File: src/sv/scalar_mips_subset_executor_top_macros.svh
// Assertion macros shared by the executor RTL.
// Depends on nothing; included by sme_back, the module that carries assertions.
`ifndef SCALAR_MIPS_SUBSET_EXECUTOR_TOP_MACROS_SVH
`define SCALAR_MIPS_SUBSET_EXECUTOR_TOP_MACROS_SVH

// Consequent must hold in the same cycle as the antecedent.
`define SME_ASSERT_SAME(lbl, clk, rst_n, ante, cons, msg) \
    lbl: assert property (@(posedge clk) disable iff (!rst_n) (ante) |-> (cons)) \
        else $error(msg);

// Consequent must hold in the cycle after the antecedent.
`define SME_ASSERT_NEXT(lbl, clk, rst_n, ante, cons, msg) \
    lbl: assert property (@(posedge clk) disable iff (!rst_n) (ante) |=> (cons)) \
        else $error(msg);

`endif

File: src/sv/sme_pkg.sv
// Shared types and constants of the scalar MIPS subset executor.
// Depends on nothing; used by every module of the block.
package sme_pkg;

    localparam int REG_COUNT = 32;
    localparam int PC_W      = 12;

    // Configuration register indexes
    localparam logic CFG_START_ADDRESS = 1'b0;
    localparam logic CFG_BREAK_IRQ_EN  = 1'b1;

    // Primary opcodes
    localparam logic [5:0] OPC_SPECIAL = 6'h00;
    localparam logic [5:0] OPC_REGIMM  = 6'h01;
    localparam logic [5:0] OPC_J       = 6'h02;
    localparam logic [5:0] OPC_JAL     = 6'h03;
    localparam logic [5:0] OPC_BEQ     = 6'h04;
    localparam logic [5:0] OPC_BNE     = 6'h05;
    localparam logic [5:0] OPC_BLEZ    = 6'h06;
    localparam logic [5:0] OPC_BGTZ    = 6'h07;
    localparam logic [5:0] OPC_ADDI    = 6'h08;
    localparam logic [5:0] OPC_ADDIU   = 6'h09;
    localparam logic [5:0] OPC_SLTI    = 6'h0a;
    localparam logic [5:0] OPC_SLTIU   = 6'h0b;
    localparam logic [5:0] OPC_ANDI    = 6'h0c;
    localparam logic [5:0] OPC_ORI     = 6'h0d;
    localparam logic [5:0] OPC_XORI    = 6'h0e;
    localparam logic [5:0] OPC_LUI     = 6'h0f;
    localparam logic [5:0] OPC_LB      = 6'h20;
    localparam logic [5:0] OPC_LH      = 6'h21;
    localparam logic [5:0] OPC_LW      = 6'h23;
    localparam logic [5:0] OPC_LBU     = 6'h24;
    localparam logic [5:0] OPC_LHU     = 6'h25;
    localparam logic [5:0] OPC_SB      = 6'h28;
    localparam logic [5:0] OPC_SH      = 6'h29;
    localparam logic [5:0] OPC_SW      = 6'h2b;
    localparam logic [5:0] OPC_CACHE   = 6'h2f;

    // SPECIAL function codes
    localparam logic [5:0] FN_SLL   = 6'h00;
    localparam logic [5:0] FN_SRL   = 6'h02;
    localparam logic [5:0] FN_SRA   = 6'h03;
    localparam logic [5:0] FN_SLLV  = 6'h04;
    localparam logic [5:0] FN_SRLV  = 6'h06;
    localparam logic [5:0] FN_SRAV  = 6'h07;
    localparam logic [5:0] FN_JR    = 6'h08;
    localparam logic [5:0] FN_JALR  = 6'h09;
    localparam logic [5:0] FN_BREAK = 6'h0d;
    localparam logic [5:0] FN_ADD   = 6'h20;
    localparam logic [5:0] FN_ADDU  = 6'h21;
    localparam logic [5:0] FN_SUB   = 6'h22;
    localparam logic [5:0] FN_SUBU  = 6'h23;
    localparam logic [5:0] FN_AND   = 6'h24;
    localparam logic [5:0] FN_OR    = 6'h25;
    localparam logic [5:0] FN_XOR   = 6'h26;
    localparam logic [5:0] FN_NOR   = 6'h27;
    localparam logic [5:0] FN_SLT   = 6'h2a;
    localparam logic [5:0] FN_SLTU  = 6'h2b;

    // REGIMM rt codes
    localparam logic [4:0] RT_BLTZ   = 5'h00;
    localparam logic [4:0] RT_BGEZ   = 5'h01;
    localparam logic [4:0] RT_BLTZAL = 5'h10;
    localparam logic [4:0] RT_BGEZAL = 5'h11;

    localparam logic [4:0] LINK_REG = 5'd31;

    // Store sizes
    localparam logic [1:0] SIZE_BYTE = 2'd0;
    localparam logic [1:0] SIZE_HALF = 2'd1;
    localparam logic [1:0] SIZE_WORD = 2'd2;

    typedef enum logic [5:0] {
        OP_NOP, OP_SLL, OP_SRL, OP_SRA, OP_SLLV, OP_SRLV, OP_SRAV, OP_JR, OP_JALR,
        OP_BREAK, OP_ADD, OP_SUB, OP_AND, OP_OR, OP_XOR, OP_NOR, OP_SLT, OP_SLTU,
        OP_BLTZ, OP_BGEZ, OP_BLTZAL, OP_BGEZAL, OP_J, OP_JAL, OP_BEQ, OP_BNE,
        OP_BLEZ, OP_BGTZ, OP_ADDI, OP_SLTI, OP_SLTIU, OP_ANDI, OP_ORI, OP_XORI,
        OP_LUI, OP_LB, OP_LBU, OP_LH, OP_LHU, OP_LW, OP_SB, OP_SH, OP_SW,
        OP_UNSUP, OP_RESTART
    } t_op;

    typedef enum logic [2:0] {
        LD_NONE, LD_B, LD_BU, LD_H, LD_HU, LD_W
    } t_ld;

    typedef struct packed {
        t_op         op;
        logic [31:0] instr;
    } t_item;

    typedef struct packed {
        logic [11:0] start_address;
        logic        break_interrupt_enable;
    } t_cfg;

    typedef struct packed {
        logic [11:0] fetch_address;
        logic        halted;
        logic        break_interrupt;
        logic        unsupported;
        logic        misaligned;
        logic        reg_write_enable;
        logic [4:0]  reg_write_index;
        logic [31:0] reg_write_value;
        logic        mem_write_enable;
        logic [11:0] mem_write_address;
        logic [31:0] mem_write_data;
        logic [1:0]  mem_write_size;
    } t_result;

endpackage

File: src/sv/sme_front.sv
// Front end: accepts items, classifies each instruction, queues them for the back end.
// Depends on sme_pkg.
module sme_front (
    input  logic                 i_clk,
    input  logic                 i_rst_n,
    input  logic                 i_in_valid,
    output logic                 o_in_ready,
    input  logic                 i_operation,
    input  logic [31:0]          i_instruction,
    input  logic                 i_hold,
    input  logic                 i_pop,
    output logic                 o_head_valid,
    output sme_pkg::t_item       o_head
);

    // Map one item to its operation class
    function automatic sme_pkg::t_op classify(input logic restart, input logic [31:0] ins);
        sme_pkg::t_op op;
        op = sme_pkg::OP_UNSUP;
        if (restart) begin
            op = sme_pkg::OP_RESTART;
        end else begin
            unique case (ins[31:26]) inside
                sme_pkg::OPC_SPECIAL: begin
                    unique case (ins[5:0]) inside
                        sme_pkg::FN_SLL:                 op = sme_pkg::OP_SLL;
                        sme_pkg::FN_SRL:                 op = sme_pkg::OP_SRL;
                        sme_pkg::FN_SRA:                 op = sme_pkg::OP_SRA;
                        sme_pkg::FN_SLLV:                op = sme_pkg::OP_SLLV;
                        sme_pkg::FN_SRLV:                op = sme_pkg::OP_SRLV;
                        sme_pkg::FN_SRAV:                op = sme_pkg::OP_SRAV;
                        sme_pkg::FN_JR:                  op = sme_pkg::OP_JR;
                        sme_pkg::FN_JALR:                op = sme_pkg::OP_JALR;
                        sme_pkg::FN_BREAK:               op = sme_pkg::OP_BREAK;
                        sme_pkg::FN_ADD, sme_pkg::FN_ADDU: op = sme_pkg::OP_ADD;
                        sme_pkg::FN_SUB, sme_pkg::FN_SUBU: op = sme_pkg::OP_SUB;
                        sme_pkg::FN_AND:                 op = sme_pkg::OP_AND;
                        sme_pkg::FN_OR:                  op = sme_pkg::OP_OR;
                        sme_pkg::FN_XOR:                 op = sme_pkg::OP_XOR;
                        sme_pkg::FN_NOR:                 op = sme_pkg::OP_NOR;
                        sme_pkg::FN_SLT:                 op = sme_pkg::OP_SLT;
                        sme_pkg::FN_SLTU:                op = sme_pkg::OP_SLTU;
                        default:                         op = sme_pkg::OP_UNSUP;
                    endcase
                end
                sme_pkg::OPC_REGIMM: begin
                    unique case (ins[20:16]) inside
                        sme_pkg::RT_BLTZ:   op = sme_pkg::OP_BLTZ;
                        sme_pkg::RT_BGEZ:   op = sme_pkg::OP_BGEZ;
                        sme_pkg::RT_BLTZAL: op = sme_pkg::OP_BLTZAL;
                        sme_pkg::RT_BGEZAL: op = sme_pkg::OP_BGEZAL;
                        default:            op = sme_pkg::OP_UNSUP;
                    endcase
                end
                sme_pkg::OPC_J:                      op = sme_pkg::OP_J;
                sme_pkg::OPC_JAL:                    op = sme_pkg::OP_JAL;
                sme_pkg::OPC_BEQ:                    op = sme_pkg::OP_BEQ;
                sme_pkg::OPC_BNE:                    op = sme_pkg::OP_BNE;
                sme_pkg::OPC_BLEZ:                   op = sme_pkg::OP_BLEZ;
                sme_pkg::OPC_BGTZ:                   op = sme_pkg::OP_BGTZ;
                sme_pkg::OPC_ADDI, sme_pkg::OPC_ADDIU: op = sme_pkg::OP_ADDI;
                sme_pkg::OPC_SLTI:                   op = sme_pkg::OP_SLTI;
                sme_pkg::OPC_SLTIU:                  op = sme_pkg::OP_SLTIU;
                sme_pkg::OPC_ANDI:                   op = sme_pkg::OP_ANDI;
                sme_pkg::OPC_ORI:                    op = sme_pkg::OP_ORI;
                sme_pkg::OPC_XORI:                   op = sme_pkg::OP_XORI;
                sme_pkg::OPC_LUI:                    op = sme_pkg::OP_LUI;
                sme_pkg::OPC_LB:                     op = sme_pkg::OP_LB;
                sme_pkg::OPC_LBU:                    op = sme_pkg::OP_LBU;
                sme_pkg::OPC_LH:                     op = sme_pkg::OP_LH;
                sme_pkg::OPC_LHU:                    op = sme_pkg::OP_LHU;
                sme_pkg::OPC_LW:                     op = sme_pkg::OP_LW;
                sme_pkg::OPC_SB:                     op = sme_pkg::OP_SB;
                sme_pkg::OPC_SH:                     op = sme_pkg::OP_SH;
                sme_pkg::OPC_SW:                     op = sme_pkg::OP_SW;
                sme_pkg::OPC_CACHE:                  op = sme_pkg::OP_NOP;
                default:                             op = sme_pkg::OP_UNSUP;
            endcase
        end
        return op;
    endfunction

    sme_pkg::t_item r_q [2];
    logic           r_wp;
    logic           r_rp;
    logic [1:0]     r_cnt;
    logic           push;
    sme_pkg::t_item in_item;

    assign o_in_ready   = !i_hold && (r_cnt != 2'd2);
    assign push         = i_in_valid && o_in_ready;
    assign o_head_valid = (r_cnt != 2'd0);
    assign o_head       = r_q[r_rp];

    always_comb begin
        in_item.op    = classify(i_operation, i_instruction);
        in_item.instr = i_instruction;
    end

    // Hold queued items
    always_ff @(posedge i_clk) begin
        if (push) begin
            r_q[r_wp] <= in_item;
        end
    end

    // Advance pointers and count
    always_ff @(posedge i_clk) begin
        if (!i_rst_n) begin
            r_wp  <= 1'b0;
            r_rp  <= 1'b0;
            r_cnt <= 2'd0;
        end else begin
            if (push) begin
                r_wp <= !r_wp;
            end
            if (i_pop) begin
                r_rp <= !r_rp;
            end
            r_cnt <= r_cnt + 2'(push) - 2'(i_pop);
        end
    end

endmodule

File: config.mk
export PLATFORM = sky130hd
export DESIGN_NAME = sme_front
export DESIGN_NICKNAME = d
export VERILOG_FILES = /design/src/sv/scalar_mips_subset_executor_top_macros.svh /design/src/sv/sme_pkg.sv /design/src/sv/sme_front.sv
export SDC_FILE = /design/constraint.sdc
export NUM_CORES = 1
export LEC_CHECK = 0
export BUFFER_PORTS_ARGS = -buffer_cell sky130_fd_sc_hd__buf_2
export CORE_MARGIN = 8
export CORE_UTILIZATION = 50
export CTS_CLUSTER_SIZE = 8
export DETAILED_ROUTE_END_ITERATION = 8
export PLACE_DENSITY_LB_ADDON = 0.3
export SYNTH_ARGS = -nofsm -noshare
export SYNTH_HDL_FRONTEND = slang
export SYNTH_SLANG_ARGS = --single-unit
File: constraint.sdc
create_clock -name i_clk -period 3.6 [get_ports i_clk]
set_input_delay 0.72 -clock i_clk [delete_from_list [all_inputs] [get_ports i_clk]]
set_output_delay 0.72 -clock i_clk [all_outputs]
set_load 0.02 [all_outputs]
==> impl_metrics.ini <==
[run_status]
outcome = finished clean

[synth]
synthMuxAreaShare_pct = 12.45
synth_top_family_by_area = multiplexers
synth_cell_type_count = 48
synth-compound-area-share_pct = 8.004
syn_area_um2 = 3517
ys_seq_elements = 81
synth_ff_type = edfxtp_1
yosysWarnings = 0
synth-simple-area-share_pct = 6.901
synth-xor-area-share_pct = 0.9961
async_flop_share_pct = 0
synth_nets = 270
synth_edf_count = 76
avgSynthCellArea_um2 = 15.29
synthAdderAreaFrac_pct = 0.7115
netlist_instances = 230
seq_area_frac_synth_pct = 67.73

[finish]
drive_above_1_share_pct = 44.27
fin_cells = 410
nNetsFinal = 349
fin_util_pct = 60.98
fill_cells = 544
multiInputGateArea_um2 = 1031
seq_area_um2 = 2384
diodes = 0
fin_area_um2 = 4143
area_growth_pct = 17.79

[sta]
setup_viol = 0
min_period_ns = 2.589
finalSetupTns_ns = 0
hold_violations = 0
rsz0062_at_grt = false
maxSlewViolCount = 0
max_slew_margin_pct = 38.28
skew_ns = 0.005244
fmax_mhz = 386.3
finalCritPeriodShare_pct = 71.90
worst_slew_pin_slew_ns = 0.9258
fin_ws_ns = 1.011
worst_hold_slack_ns = 0.5594

[critical_path]
cp_num_cells = 2
crit_slowest_cell = dfxtp_2
crit_required_ns = 2.88
worstPathCellList = mux2_2 -> buf_2
start_kind = flip-flop
path_delay_family = flip-flops
arrival_ns = 1.87
cp-endpoint = o_head[13]
critPathKind = flip-flop to output pin
crit_path_end_kind = output pin
timing.rr.start = r_cnt[0]
cpPeakStageDelay_ns = 0.92
path_buf_inv = 1
r2r_end = r_q[1][16]
critPathMaxFanout = 38
ff2ff_path_depth = 3
rrSetupSlack_ns = 1.72

[global_routing]
grt_pass1_vias = 2198
grt_max_degree = 39
grt_usage_pct = 14.14
antenna_found_initial = 0
grt_pass1_wl_um = 10850
overflow = 0

[die]
rows = 30
io_pins = 78
die_h_um = 99.87
core_um2 = 6794
die-width_um = 99.87
initial_core_util_pct = 51.77
dieArea_um2 = 9974

[power_and_ir_drop]
leakage_nw = 1.513
finalPower_mw = 2.069
clkPwrFrac_pct = 29.8
pwr-share-seq_pct = 54.5
ir_drop_uv = 221.4
sw_frac_of_total_pct = 25.55
intPower_mw = 1.540
power_switching_mw = 0.5288
combPwrFrac_pct = 15.7
p_per_area_nw_per_um2 = 499.5

[route]
first_pass_iters = 4
avgViaCountPerCell = 5.363
drc = 0
antenna_left = 0
wl_per_cell_um = 17.06
drt_iter0_drc = 90
wirelength_um = 6995
vias = 2199

[cts]
clockRootBuffer = clkbuf_8
clock_path_buffers = 2
hold_buffers = 0
path_clk_slew_ns = 0.08
cts_setup_buffers = 0
clock_latency_ns = 0.34
cts_tree = built
cts_resized = 0
h-tree-depth = 3
cts_buffers = 9
cts_num_sinks = 81

[place]
dpl_cell_area_um2 = 3958
port-buffer-count = 77
numPlacedInstances = 394
place.gp.congestion = 0.8962
hpwlAfterDp_um = 4742
place_worst_setup_slack_ns = 1.295

[hold_path]
min_path_cells = 1
hold_path.class = primary input to flip-flop

[flow_run]
maxCapViolCount = 0
## routing by layer
| metal | global-route usage [%] | routed length [µm] |
|---|---|---|
| met5 | 0 | 0 |
| met4 | 7.683 | 121 |
| met3 | 3.391 | 460 |
| met2 | 22.01 | 3309 |
| met1 | 17.75 | 3103 |
## how the worst min path moves through the flow
stage	from	end	slack [ns]
after floorplan	r_rp	flip-flop	0.55
after global placement	r_rp	flip-flop	0.56
after detailed placement	r_rp	r_rp	0.57
after CTS	i_instruction[11]	r_q[1][11]	0.55
after global routing	i_instruction[11]	r_q[0][11]	0.54
final	i_instruction[11]	r_q[1][11]	0.56
## placed cells by master, fill, tap and decap left out, types with 2 or more instances in the layout
| master | n |
|---|---|
| o22ai_1 | 3 |
| a21oi_1 | 9 |
| xnor2_1 | 3 |
| mux2_2 | 38 |
| buf_2 | 77 |
| ha_1 | 2 |
| nor3_1 | 3 |
| nor2_4 | 2 |
| nor2_1 | 8 |
| o211ai_1 | 3 |
| inv_1 | 8 |
| clkbuf_8 | 9 |
| a31oi_1 | 3 |
| nand3_1 | 5 |
| o21ai_0 | 7 |
| nand2b_1 | 3 |
| clkinv_1 | 2 |
| nand2_1 | 9 |
| edfxtp_1 | 76 |
| dfxtp_1 | 4 |
| a32oi_1 | 2 |
| clkinv_2 | 3 |
| nor2b_1 | 2 |
| and2_1 | 5 |
## cells in the mapped netlist (2+ instances only)
cell type / instances / area, µm²
a21oi_1: 9 / 45.04
a31oi_1: 3 / 18.77
a32oi_1: 2 / 17.52
and2_1: 5 / 31.28
buf_2: 4 / 20.02
buf_4: 2 / 15.01
buf_6: 3 / 33.78
dfxtp_1: 5 / 100.1
edfxtp_1: 76 / 2282
ha_1: 2 / 25.02
inv_1: 8 / 30.03
mux2_2: 38 / 427.9
nand2_1: 9 / 33.78
nand2b_1: 3 / 18.77
nand3_1: 5 / 25.02
nor2_1: 9 / 33.78
nor2b_1: 2 / 12.51
nor3_1: 3 / 15.01
o211ai_1: 3 / 22.52
o21ai_0: 7 / 35.03
o22ai_1: 3 / 18.77
xnor2_1: 3 / 26.28
## state kept, by name, summed over array words and instances, names as in the netlist, named ones only
signal	flops
r_wp	1
r_q	76
r_cnt	2
r_rp	1
## kinds of logic (layout without fill, tap and decap cells)
kind of cell | after synthesis | count (layout)
multiplexers | 39 | 39
adder cells (fa/ha/maj) | 2 | 2
buffers and inverters | 18 | 102
AND/OR/NAND/NOR | 45 | 45
AO/OA/AOI/OAI | 41 | 41
XOR/XNOR | 4 | 4
flip-flops | 81 | 81
## power by group through the flow
stage	logic [mW]	registers (mW)	clock network (mW)
floorplan	0.232	1.13	0
global placement	0.324	1.15	0
detailed placement	0.328	1.15	0
CTS	0.330	1.13	0.631
global route	0.351	1.14	0.667
finish	0.326	1.13	0.616
## layout make-up
type	instances	share of cell area, %
clock inverters	7	1.480
repair buffers	78	9.484
well taps	96	2.899
multi-input cells	131	24.89
flip-flops and latches	81	57.54
clock buffers	9	2.990
inverters	8	0.7249
## worst register-to-register path, stage by stage (launching register included)
cell	delay [ns]
dfxtp_1	0.35
inv_1	0.05
a21oi_1	0.24
and3_2	0.85
Note: power is estimated with default switching activity, not from simulation.
