===== src/sv/scalar_mips_subset_executor_top_macros.svh =====
// Assertion macros shared by the executor RTL.
// Depends on nothing; included by sme_back, the module that carries assertions.
`ifndef SCALAR_MIPS_SUBSET_EXECUTOR_TOP_MACROS_SVH
`define SCALAR_MIPS_SUBSET_EXECUTOR_TOP_MACROS_SVH

// Consequent must hold in the same cycle as the antecedent.
`define SME_ASSERT_SAME(lbl, clk, rst_n, ante, cons, msg) \
    lbl: assert property (@(posedge clk) disable iff (!rst_n) (ante) |-> (cons)) \
        else $error(msg);

// Consequent must hold in the cycle after the antecedent.
`define SME_ASSERT_NEXT(lbl, clk, rst_n, ante, cons, msg) \
    lbl: assert property (@(posedge clk) disable iff (!rst_n) (ante) |=> (cons)) \
        else $error(msg);

`endif


===== src/sv/sme_pkg.sv =====
// Shared types and constants of the scalar MIPS subset executor.
// Depends on nothing; used by every module of the block.
package sme_pkg;

    localparam int REG_COUNT = 32;
    localparam int PC_W      = 12;

    // Configuration register indexes
    localparam logic CFG_START_ADDRESS = 1'b0;
    localparam logic CFG_BREAK_IRQ_EN  = 1'b1;

    // Primary opcodes
    localparam logic [5:0] OPC_SPECIAL = 6'h00;
    localparam logic [5:0] OPC_REGIMM  = 6'h01;
    localparam logic [5:0] OPC_J       = 6'h02;
    localparam logic [5:0] OPC_JAL     = 6'h03;
    localparam logic [5:0] OPC_BEQ     = 6'h04;
    localparam logic [5:0] OPC_BNE     = 6'h05;
    localparam logic [5:0] OPC_BLEZ    = 6'h06;
    localparam logic [5:0] OPC_BGTZ    = 6'h07;
    localparam logic [5:0] OPC_ADDI    = 6'h08;
    localparam logic [5:0] OPC_ADDIU   = 6'h09;
    localparam logic [5:0] OPC_SLTI    = 6'h0a;
    localparam logic [5:0] OPC_SLTIU   = 6'h0b;
    localparam logic [5:0] OPC_ANDI    = 6'h0c;
    localparam logic [5:0] OPC_ORI     = 6'h0d;
    localparam logic [5:0] OPC_XORI    = 6'h0e;
    localparam logic [5:0] OPC_LUI     = 6'h0f;
    localparam logic [5:0] OPC_LB      = 6'h20;
    localparam logic [5:0] OPC_LH      = 6'h21;
    localparam logic [5:0] OPC_LW      = 6'h23;
    localparam logic [5:0] OPC_LBU     = 6'h24;
    localparam logic [5:0] OPC_LHU     = 6'h25;
    localparam logic [5:0] OPC_SB      = 6'h28;
    localparam logic [5:0] OPC_SH      = 6'h29;
    localparam logic [5:0] OPC_SW      = 6'h2b;
    localparam logic [5:0] OPC_CACHE   = 6'h2f;

    // SPECIAL function codes
    localparam logic [5:0] FN_SLL   = 6'h00;
    localparam logic [5:0] FN_SRL   = 6'h02;
    localparam logic [5:0] FN_SRA   = 6'h03;
    localparam logic [5:0] FN_SLLV  = 6'h04;
    localparam logic [5:0] FN_SRLV  = 6'h06;
    localparam logic [5:0] FN_SRAV  = 6'h07;
    localparam logic [5:0] FN_JR    = 6'h08;
    localparam logic [5:0] FN_JALR  = 6'h09;
    localparam logic [5:0] FN_BREAK = 6'h0d;
    localparam logic [5:0] FN_ADD   = 6'h20;
    localparam logic [5:0] FN_ADDU  = 6'h21;
    localparam logic [5:0] FN_SUB   = 6'h22;
    localparam logic [5:0] FN_SUBU  = 6'h23;
    localparam logic [5:0] FN_AND   = 6'h24;
    localparam logic [5:0] FN_OR    = 6'h25;
    localparam logic [5:0] FN_XOR   = 6'h26;
    localparam logic [5:0] FN_NOR   = 6'h27;
    localparam logic [5:0] FN_SLT   = 6'h2a;
    localparam logic [5:0] FN_SLTU  = 6'h2b;

    // REGIMM rt codes
    localparam logic [4:0] RT_BLTZ   = 5'h00;
    localparam logic [4:0] RT_BGEZ   = 5'h01;
    localparam logic [4:0] RT_BLTZAL = 5'h10;
    localparam logic [4:0] RT_BGEZAL = 5'h11;

    localparam logic [4:0] LINK_REG = 5'd31;

    // Store sizes
    localparam logic [1:0] SIZE_BYTE = 2'd0;
    localparam logic [1:0] SIZE_HALF = 2'd1;
    localparam logic [1:0] SIZE_WORD = 2'd2;

    typedef enum logic [5:0] {
        OP_NOP, OP_SLL, OP_SRL, OP_SRA, OP_SLLV, OP_SRLV, OP_SRAV, OP_JR, OP_JALR,
        OP_BREAK, OP_ADD, OP_SUB, OP_AND, OP_OR, OP_XOR, OP_NOR, OP_SLT, OP_SLTU,
        OP_BLTZ, OP_BGEZ, OP_BLTZAL, OP_BGEZAL, OP_J, OP_JAL, OP_BEQ, OP_BNE,
        OP_BLEZ, OP_BGTZ, OP_ADDI, OP_SLTI, OP_SLTIU, OP_ANDI, OP_ORI, OP_XORI,
        OP_LUI, OP_LB, OP_LBU, OP_LH, OP_LHU, OP_LW, OP_SB, OP_SH, OP_SW,
        OP_UNSUP, OP_RESTART
    } t_op;

    typedef enum logic [2:0] {
        LD_NONE, LD_B, LD_BU, LD_H, LD_HU, LD_W
    } t_ld;

    typedef struct packed {
        t_op         op;
        logic [31:0] instr;
    } t_item;

    typedef struct packed {
        logic [11:0] start_address;
        logic        break_interrupt_enable;
    } t_cfg;

    typedef struct packed {
        logic [11:0] fetch_address;
        logic        halted;
        logic        break_interrupt;
        logic        unsupported;
        logic        misaligned;
        logic        reg_write_enable;
        logic [4:0]  reg_write_index;
        logic [31:0] reg_write_value;
        logic        mem_write_enable;
        logic [11:0] mem_write_address;
        logic [31:0] mem_write_data;
        logic [1:0]  mem_write_size;
    } t_result;

endpackage


===== src/sv/sme_outq.sv =====
// Result queue between the back end and the output channel.
// Depends on sme_pkg.
module sme_outq (
    input  logic             i_clk,
    input  logic             i_rst_n,
    input  logic             i_push,
    input  sme_pkg::t_result i_data,
    output logic             o_space,
    output logic             o_valid,
    input  logic             i_ready,
    output sme_pkg::t_result o_data
);

    sme_pkg::t_result r_q [2];
    logic             r_wp;
    logic             r_rp;
    logic [1:0]       r_cnt;
    logic             pop;

    assign o_space = (r_cnt != 2'd2);
    assign o_valid = (r_cnt != 2'd0);
    assign o_data  = r_q[r_rp];
    assign pop     = o_valid && i_ready;

    // Hold results
    always_ff @(posedge i_clk) begin
        if (i_push) begin
            r_q[r_wp] <= i_data;
        end
    end

    // Advance pointers and count
    always_ff @(posedge i_clk) begin
        if (!i_rst_n) begin
            r_wp  <= 1'b0;
            r_rp  <= 1'b0;
            r_cnt <= 2'd0;
        end else begin
            if (i_push) begin
                r_wp <= !r_wp;
            end
            if (pop) begin
                r_rp <= !r_rp;
            end
            r_cnt <= r_cnt + 2'(i_push) - 2'(pop);
        end
    end

endmodule


===== config.mk =====
export PLATFORM = sky130hd
export DESIGN_NAME = sme_outq
export DESIGN_NICKNAME = d
export VERILOG_FILES = /design/src/sv/scalar_mips_subset_executor_top_macros.svh /design/src/sv/sme_pkg.sv /design/src/sv/sme_outq.sv
export SDC_FILE = /design/constraint.sdc
export NUM_CORES = 1
export LEC_CHECK = 0
export BUFFER_PORTS_ARGS = -buffer_cell sky130_fd_sc_hd__buf_2
export CAP_MARGIN = 20
export CORE_MARGIN = 2
export CORE_UTILIZATION = 25
export CTS_CLUSTER_SIZE = 24
export DETAILED_ROUTE_END_ITERATION = 8
export GPL_TIMING_DRIVEN = 1
export HOLD_SLACK_MARGIN = 0.03
export PLACE_DENSITY_LB_ADDON = 0.1
export SLEW_MARGIN = 40
export SYNTH_ARGS = -nofsm -noshare
export SYNTH_HDL_FRONTEND = slang
export SYNTH_SLANG_ARGS = --single-unit

===== constraint.sdc =====
create_clock -name i_clk -period 6.7 [get_ports i_clk]
set_clock_uncertainty 0.15 [all_clocks]
set_input_delay 0 -clock i_clk [delete_from_list [all_inputs] [get_ports i_clk]]
set_output_delay 0 -clock i_clk [all_outputs]
set_load 0.05 [all_outputs]

==> results_dict.tcl, run 1 <==
set metrics [dict create \
    fin_cells 1086 \
    yosysSeqAreaShare_pct 77.3 \
    clk_latency_ns 0.51 \
    core_area_um2 31500 \
    power_density_nw_per_um2 345 \
    swShare_pct 32.8 \
    rows 65 \
    ir_drop_v 0.000192 \
    grt_remaining_overflow 0 \
    p_int_w 0.00260 \
    post_synth_inst_count 337 \
    cp.required_ns 6.55 \
    synth_top_family_by_area "multiplexers" \
    syn_area_um2 7980 \
    synthAdderAreaFrac_pct 0.314 \
    grt_max_degree 76 \
    cp-start-kind "flop" \
    drc 0 \
    ant_nets 0 \
    cts_root_buf "clkbuf_16" \
    rsz0062_at_grt "no" \
    final.min_clock_period_ns 2.62 \
    path_clk_slew_ns 0.06 \
    status "finished clean" \
    whs_ns 0.0692 \
    dp_hpwl_um 10500 \
    clock_sinks 207 \
    dpl_cell_area_um2 9440 \
    r2r.worst_path.cells 5 \
    power.leakage_nw 4.35 \
    drt-vias-per-instance 3.91 \
    wl_um 16800 \
    synth-simple-area-share_pct 0.643 \
    grt_antenna_before_repair 0 \
    timing.final.max_slew_violations 0 \
    ys_types 17 \
    avgSynthCellArea_um2 23.7 \
    crit_chain "buf_6 -> mux2_2 -> buf_2" \
    cp_max_fo 54 \
    synthToLayoutAreaGrowth_pct 40.3 \
    cts_buffers 24 \
    die-area_um2 33400 \
    grt_pass1_vias 4636 \
    die_h_um 183 \
    yosysWarnings 0 \
    setup_violations 0 \
    max_stage_delay_ns 0.67 \
    n_fill_cell 3005 \
    ioPinCount 208 \
    switchingPower_w 0.00127 \
    cap_violations 0 \
    reg2reg_slack_ns 4.41 \
    holdCritPathClass "input pin to flop" \
    die_w_um 183 \
    synth-xor-area-share_pct 0.282 \
    sequentialPowerShare_pct 40.2 \
    multi_input_area_um2 1620 \
    dp_cells 941 \
    hold_viol 0 \
    crit_type "flop to output pin" \
    htreeDepth 1 \
    seq_area_um2 6170 \
    synthMuxAreaShare_pct 18.7 \
    first_iter_violations 204 \
    max_freq_mhz 382 \
    slew_headroom_pct 51.4 \
    critPathArrivalTime_ns 2.47 \
    grtUsageTotal_pct 9.79 \
    vias 4242 \
    synth-compound-area-share_pct 0.188 \
    grt_pass1_wl_um 25200 \
    slowest_stage "dfxtp_4" \
    initial_utilization_pct 25.4 \
    cts.path.max_buffers 3 \
    synth-seq-cells 207 \
    power_frac_comb_pct 29.6 \
    layout_worst_path_cycle_share_pct 39.0 \
    gp_congestion 0.666 \
    final_area_um2 11200 \
    synth_nets 444 \
    cp-end-kind "output pin" \
    ctsResizeCount 0 \
    worst_pin_slew_ns 0.729 \
    cts_tree "yes" \
    wl_per_cell_um 15.5 \
    portBuffers 207 \
    first_pass_iters 3 \
    nNetsFinal 777 \
    antenna_cells 0 \
    tns_ns 0 \
    drive_gt1_share_pct 51.0 \
    whs_path_depth 2 \
    pwr-share-clk_pct 30.2 \
]
## cell families (layout without fill, tap and decap cells)
family	after synthesis	count (layout)
flip-flops	207	207
AO/OA/AOI/OAI	2	2
adder cells (fa/ha/maj)	2	2
AND/OR/NAND/NOR	9	9
buffers and inverters	13	360
multiplexers	103	103
XOR/XNOR	1	1
## critical path: cells and delay by family, from the launching register on
| family | cells | cell delay [ns] |
|---|---|---|
| buffers and inverters | 2 | 0.84 |
| flip-flops | 1 | 0.67 |
| multiplexers | 1 | 0.42 |
## per-layer routing
metal | track usage [%] | vias up | part of all wire, %
li1 | - | 2001 | -
met3 | 2.57 | 29 | 5.6
met5 | 0 | - | 0
met4 | 3.10 | 0 | 3.0
met1 | 11.2 | 2085 | 41
met2 | 17.7 | 127 | 50
## timing repair
action | in CTS | in global routing
hold endpoints to repair | 221 | 0
buffers inserted | 0 | 0
hold buffers | 105 | 0
## cells in the final DEF (no fill, tap or decap), drive strengths merged
| cell type | Yosys | routed |
|---|---|---|
| clkbuf | 0 | 32 |
| mux2i | 2 | 2 |
| dlygate4sd3 | 0 | 105 |
| ha | 2 | 2 |
| inv | 2 | 3 |
| or2 | 1 | 1 |
| buf | 11 | 212 |
| dfxtp | 5 | 5 |
| nand2b | 1 | 1 |
| xnor3 | 1 | 1 |
| clkinv | 0 | 8 |
| o21a | 2 | 2 |
| edfxtp | 202 | 202 |
| and2 | 2 | 2 |
| nand2 | 2 | 2 |
| mux2 | 101 | 101 |
| nor2b | 3 | 3 |
## flip-flops by register name (all words and copies together) (netlist names), named ones only
register,flops
r_wp,1
r_cnt,2
r_q,202
r_rp,1
## Yosys cell counts
library cell    n  share of area, %
edfxtp_1      202                76
mux2_4         90                17
mux2_2         11               1.6
buf_12          9               2.3
dfxtp_1         5               1.3
nor2b_1         3              0.24
and2_1          2              0.16
ha_1            2              0.31
inv_1           2             0.094
mux2i_1         2              0.25
nand2_1         2             0.094
o21a_1          2              0.19
buf_2           1             0.063
buf_6           1              0.14
nand2b_1        1             0.078
or2_2           1             0.078
xnor3_1         1              0.28
## metrics by stage
stage	worst slack (ns)	utilization [%]	total power, W
final	4.08	35.6	0.00386
after detailed placement	4.49	30.0	0.00269
after CTS	3.98	35.5	0.00394
after global routing	3.92	35.6	0.00404
after global placement	3.95	29.7	0.00268
after floorplan	1.19	-	0.00252
## path summary, 6_finish.rpt
path / startpoint / end
max: flop / o_data[7]
min: i_data[39] / r_q[1][39]
max reg2reg: r_wp / r_wp
min reg2reg: r_rp / flop
## layout make-up
cell class              instances  area share, %
flip-flops and latches        207           55.1
repair buffers                318           19.6
multi-input cells             117           14.5
clock buffers                  31           5.79
well taps                     402           4.49
clock inverters                 9          0.403
inverters                       2         0.0671
## power by group through the flow
stage / clock (W) / combinational, W / sequential (W)
floorplan: 0 / 0.000963 / 0.00155
global placement: 0 / 0.00108 / 0.00160
detailed placement: 0 / 0.00111 / 0.00158
CTS: 0.00122 / 0.00117 / 0.00155
global route: 0.00127 / 0.00120 / 0.00156
finish: 0.00117 / 0.00114 / 0.00155
Power figures use the tool's default switching activity.
==> run 2: changes to the inputs <==
==> constraint.sdc (replaced) <==
create_clock -name i_clk -period 2.6 [get_ports i_clk]
set_clock_uncertainty 0.15 [all_clocks]
set_input_delay 0 -clock i_clk [delete_from_list [all_inputs] [get_ports i_clk]]
set_output_delay 0 -clock i_clk [all_outputs]
set_load 0.05 [all_outputs]
==> results_dict.tcl, run 2 (synthesized netlist as in run 1, its figures left out) <==
set metrics [dict create \
    status "finished clean" \
    total_power_w 0.0101 \
    cts.path.max_buffers 3 \
    dpl_cell_area_um2 9440 \
    worst_pin_slew_ns 0.639 \
    regMostFlops "r_q" \
    clk_latency_ns 0.50 \
    max_stage_delay_ns 0.37 \
    antenna_cells 0 \
    dp_hpwl_um 10300 \
    layout_worst_path_cycle_share_pct 79.0 \
    clock_sinks 207 \
    cp-start-kind "flop" \
    drc 0 \
    layout_common_cells "207 x buf_2, 202 x edfxtp_1, 106 x dlygate4sd3_1" \
    rows 65 \
    wl_um 16900 \
    rsz0062_at_grt "no" \
    nNetsFinal 777 \
    crit_chain "buf_12 -> mux2_4 -> buf_2" \
    max_freq_mhz 487 \
    initial_utilization_pct 25.4 \
    core_area_um2 31500 \
    first_iter_violations 137 \
    die_h_um 183 \
    holdCritPathClass "input pin to flop" \
    hold_viol 0 \
    cp_max_fo 56 \
    setup_violations 0 \
    cp.required_ns 2.45 \
    cts_root_buf "clkbuf_16" \
    cp-end-kind "output pin" \
    tns_ns 0 \
    grt_pass1_wl_um 25500 \
    htreeDepth 1 \
    portBuffers 207 \
    wl_per_cell_um 15.5 \
    top_regs "r_q: 202 flops, r_cnt: 2 flops" \
    grt_antenna_before_repair 0 \
    timing.final.max_slew_violations 0 \
    slew_headroom_pct 57.4 \
    die-area_um2 33400 \
    die_w_um 183 \
    power.leakage_nw 4.35 \
    cts_buffers 24 \
    synthToLayoutAreaGrowth_pct 40.6 \
    postCtsSetupRepairBufs 0 \
    final_area_um2 11200 \
    cap_violations 0 \
    drive_gt1_share_pct 50.2 \
    power_density_nw_per_um2 898 \
    crit_type "flop to output pin" \
    ir_drop_v 0.000427 \
    gp_congestion 0.662 \
    path_clk_slew_ns 0.06 \
    gr-usage-met1_pct 12.3 \
    ant_nets 0 \
    grt_max_degree 103 \
    cts_tree "yes" \
    first_pass_iters 4 \
    largest_reg_flops 202 \
    grt_use_met3_pct 3.47 \
    slowest_stage "dfxtp_4" \
    final.min_clock_period_ns 2.05 \
    grt_pass1_vias 4576 \
    ioPinCount 208 \
    grtUsageTotal_pct 9.81 \
    fin_cells 1089 \
    layout_commonest_cell "buf_2" \
    n_fill_cell 3044 \
    critPathArrivalTime_ns 1.90 \
    dp_cells 940 \
    cp_top_family "buffers and inverters" \
    drt-vias-per-instance 3.91 \
    whs_ns 0.0678 \
    vias 4263 \
    use_met2_pct 15.9 \
    critPathBufInv 2 \
    top_usage_layer "met2" \
    grt_remaining_overflow 0 \
]
-- run 2: changes by cell type in the layout (fill, tap and decap cells not counted) --
cell and change:
clkbuf_1 +2, buf_6 -2, clkinv_4 +1, clkinv_1 +4, clkbuf_8 -1, dlygate4sd3_1 +1
inv_6 -1, bufinv_16 +1, buf_16 -2, clkinv_2 -4, buf_12 +4
-- run 2: worst reg2reg max path: cells and delay by family (launching register included) --
| kind | cells | cell delay (ns) |
|---|---|---|
| AO/OA/AOI/OAI | 1 | 0.22 |
| buffers and inverters | 2 | 1.00 |
| AND/OR/NAND/NOR | 1 | 0.13 |
| flip-flops | 1 | 0.34 |
-- run 2: through the flow --
step	util, %	setup slack [ns]
floorplan	-	0.192
global placement	30.0	0.953
detailed placement	30.0	0.936
CTS	35.7	0.507
global route	35.7	0.483
finish	35.7	0.546
-- run 2: power breakdown --
| group | switching (W) | total, W | leakage (nW) | internal (W) |
|---|---|---|---|---|
| logic | 0.00196 | 0.00303 | 2.06 | 0.00107 |
| clock network | 0.00126 | 0.00311 | 0.351 | 0.00185 |
| registers | 0.0000587 | 0.00394 | 1.94 | 0.00388 |
| total | 0.00328 | 0.0101 | 4.35 | 0.00680 |
-- run 2: layout make-up --
class                           instances  area [um2]  area share, %
Sequential cell                       207        6170           55.0
Timing Repair Buffer                  318        2200           19.6
Multi-Input combinational cell        117        1620           14.4
Clock buffer                           33         656           5.84
Tap cell                              402         503           4.48
Clock inverter                         10        70.1          0.624
Inverter                                2        7.51         0.0669
-- run 2: layer usage --
layer	share of wire (%)	vias up
li1	-	2002
met1	44	2076
met2	45	160
met3	8.5	25
met4	1.7	0
met5	0	-
-- run 2: what timing repair did --
action                                  in CTS  in global routing
resized for setup                            0                  0
hold buffers                               106                  0
endpoints found under the hold margin      229                  0
endpoints found under the setup margin       0                  0
-- run 2: path summary, 6_finish.rpt --
kind | from | to | slack, ns | cells after the start
worst max-delay path | flop | o_data[60] | 0.55 | 3
worst min-delay path | i_data[3] | r_q[1][3] | 0.07 | 2
worst max register to register | r_wp | r_wp | 0.70 | 4
worst min register to register | r_rp | flop | 0.32 | 2
==> run 3: changes to the inputs <==
==> constraint.sdc (replaced) <==
create_clock -name i_clk -period 1.9 [get_ports i_clk]
set_clock_uncertainty 0.15 [all_clocks]
set_input_delay 0 -clock i_clk [delete_from_list [all_inputs] [get_ports i_clk]]
set_output_delay 0 -clock i_clk [all_outputs]
set_load 0.05 [all_outputs]
==> results_dict.tcl, run 3 (synthesized netlist as in run 1, its figures left out) <==
set metrics [dict create \
    status "finished clean" \
    grt_remaining_overflow 0 \
    core_area_um2 31500 \
    drive_gt1_share_pct 51.3 \
    cts_tree "yes" \
    holdCritPathClass "input pin to flop" \
    post-route-util_pct 39.0 \
    ir_drop_v 0.000629 \
    layout_commonest_cell "edfxtp_1" \
    cts_buffers 25 \
    vias 4349 \
    first_pass_iters 4 \
    pwr-share-clk_pct 28.6 \
    regMostFlops "r_q" \
    cts.path.max_buffers 3 \
    layout_worst_path_cycle_share_pct 99.8 \
    clock_sinks 207 \
    ant_nets 0 \
    grtUsageTotal_pct 10.5 \
    cap_violations 0 \
    dp_cells 943 \
    htreeDepth 1 \
    top_regs "r_q: 202 flops, r_cnt: 2 flops" \
    sequentialPowerShare_pct 36.0 \
    grt_pass1_vias 4781 \
    ioPinCount 208 \
    nNetsFinal 796 \
    cts_root_buf "clkbuf_16" \
    hold_viol 0 \
    grt_max_degree 53 \
    n_fill_cell 2937 \
    layout_common_cells "202 x edfxtp_1, 109 x dlygate4sd3_1, 106 x buf_2" \
    dp_hpwl_um 10400 \
    drc 0 \
    initial_utilization_pct 25.4 \
    power_density_nw_per_um2 1220 \
    grt_pass1_wl_um 26600 \
    grt_antenna_before_repair 1 \
    slew_headroom_pct 77.6 \
    final_area_um2 12300 \
    power.leakage_nw 4.77 \
    synthToLayoutAreaGrowth_pct 53.7 \
    setup_violations 0 \
    crit_type "flop to output pin" \
    die-area_um2 33400 \
    cp_max_fo 7 \
    rows 65 \
    final.min_clock_period_ns 1.90 \
    wl_per_cell_um 16.1 \
    portBuffers 207 \
    power_frac_comb_pct 35.4 \
    max_freq_mhz 527 \
    swShare_pct 31.7 \
    die_h_um 183 \
    wl_um 17900 \
    dpl_cell_area_um2 9480 \
    cp-start-kind "flop" \
    clk_latency_ns 0.51 \
    drt-vias-per-instance 3.92 \
    gp_congestion 0.640 \
    largest_reg_flops 202 \
    critPathArrivalTime_ns 1.75 \
    fin_cells 1110 \
    cp.required_ns 1.75 \
    switchingPower_w 0.00475 \
    worst_pin_slew_ns 0.335 \
    p_int_w 0.0102 \
    die_w_um 183 \
    path_clk_slew_ns 0.06 \
    rsz0062_at_grt "yes" \
    total_power_w 0.0150 \
    cp-end-kind "output pin" \
    timing.final.max_slew_violations 0 \
    first_iter_violations 148 \
]
## run 3: cell types whose count changed in the layout (fill, tap and decap cells not counted), sizes merged
cell / before / now
inv: 2 / 3
clkbuf: 33 / 36
dlygate4sd3: 106 / 109
buf: 212 / 226
clkinv: 9 / 7
diode: 0 / 1
clkinvlp: 0 / 1
## run 3: critical path: stages, from the launching register on
cell     delay, ns
dfxtp_4       0.39
buf_6         0.12
buf_12        0.11
buf_16        0.15
mux2_4        0.31
buf_6         0.15
## run 3: final timing paths
path / startpoint / to / slack [ns] / depth (start not counted)
hold reg to reg: r_rp / flop / 0.35 / 2
setup / recovery: flop / o_data[41] / 0.003 / 5
setup reg to reg: r_cnt[1] / r_cnt[1] / 0.31 / 6
hold / removal: i_data[28] / r_q[1][28] / 0.06 / 2
## run 3: through the flow
| step | setup slack, ns | setup TNS [ns] | hold WS [ns] |
|---|---|---|---|
| 2_1_floorplan | -0.499 | -80.52 | -0.0511 |
| 3_3_place_gp | 0.365 | 0 | 0.0382 |
| 3_5_place_dp | 0.312 | 0 | 0.0411 |
| 4_1_cts | -0.0707 | -2.48 | 0.0310 |
| 5_1_grt | -0.0764 | -4.50 | 0.0436 |
| 6_report | 0.00344 | 0 | 0.0589 |
## run 3: power groups by stage
stage               clock [W]  combinational [W]  sequential [W]
floorplan                   0            0.00340         0.00546
global placement            0            0.00402         0.00547
detailed placement          0            0.00403         0.00548
CTS                   0.00449            0.00540         0.00540
global route          0.00469            0.00557         0.00542
finish                0.00430            0.00531         0.00540
## run 3: routing by layer
layer	up-vias	part of all wire, %	GRT usage, %
li1	2048	-	-
met1	2114	41	12.2
met2	153	49	18.4
met3	34	7.1	3.13
met4	0	2.3	3.42
met5	-	0	0
## run 3: repair_timing
item | 4_1_cts | 5_1_grt
cloned | 8 | 1
hold endpoints to repair | 311 | 0
hold buffers | 109 | 0
setup endpoints to repair | 101 | 93
pin swaps | 0 | 0
gates resized for setup | 201 | 26
buffers inserted | 6 | 0
## run 3: cell type report
| type | count | area, um2 | area share (%) |
|---|---|---|---|
| repair buffers | 336 | 3180 | 25.9 |
| clock inverters | 10 | 75.1 | 0.612 |
| multi-input cells | 117 | 1660 | 13.5 |
| flip-flops and latches | 207 | 6170 | 50.3 |
| inverters | 2 | 7.51 | 0.0612 |
| well taps | 402 | 503 | 4.10 |
| diodes | 1 | 2.50 | 0.0204 |
| clock buffers | 35 | 663 | 5.41 |
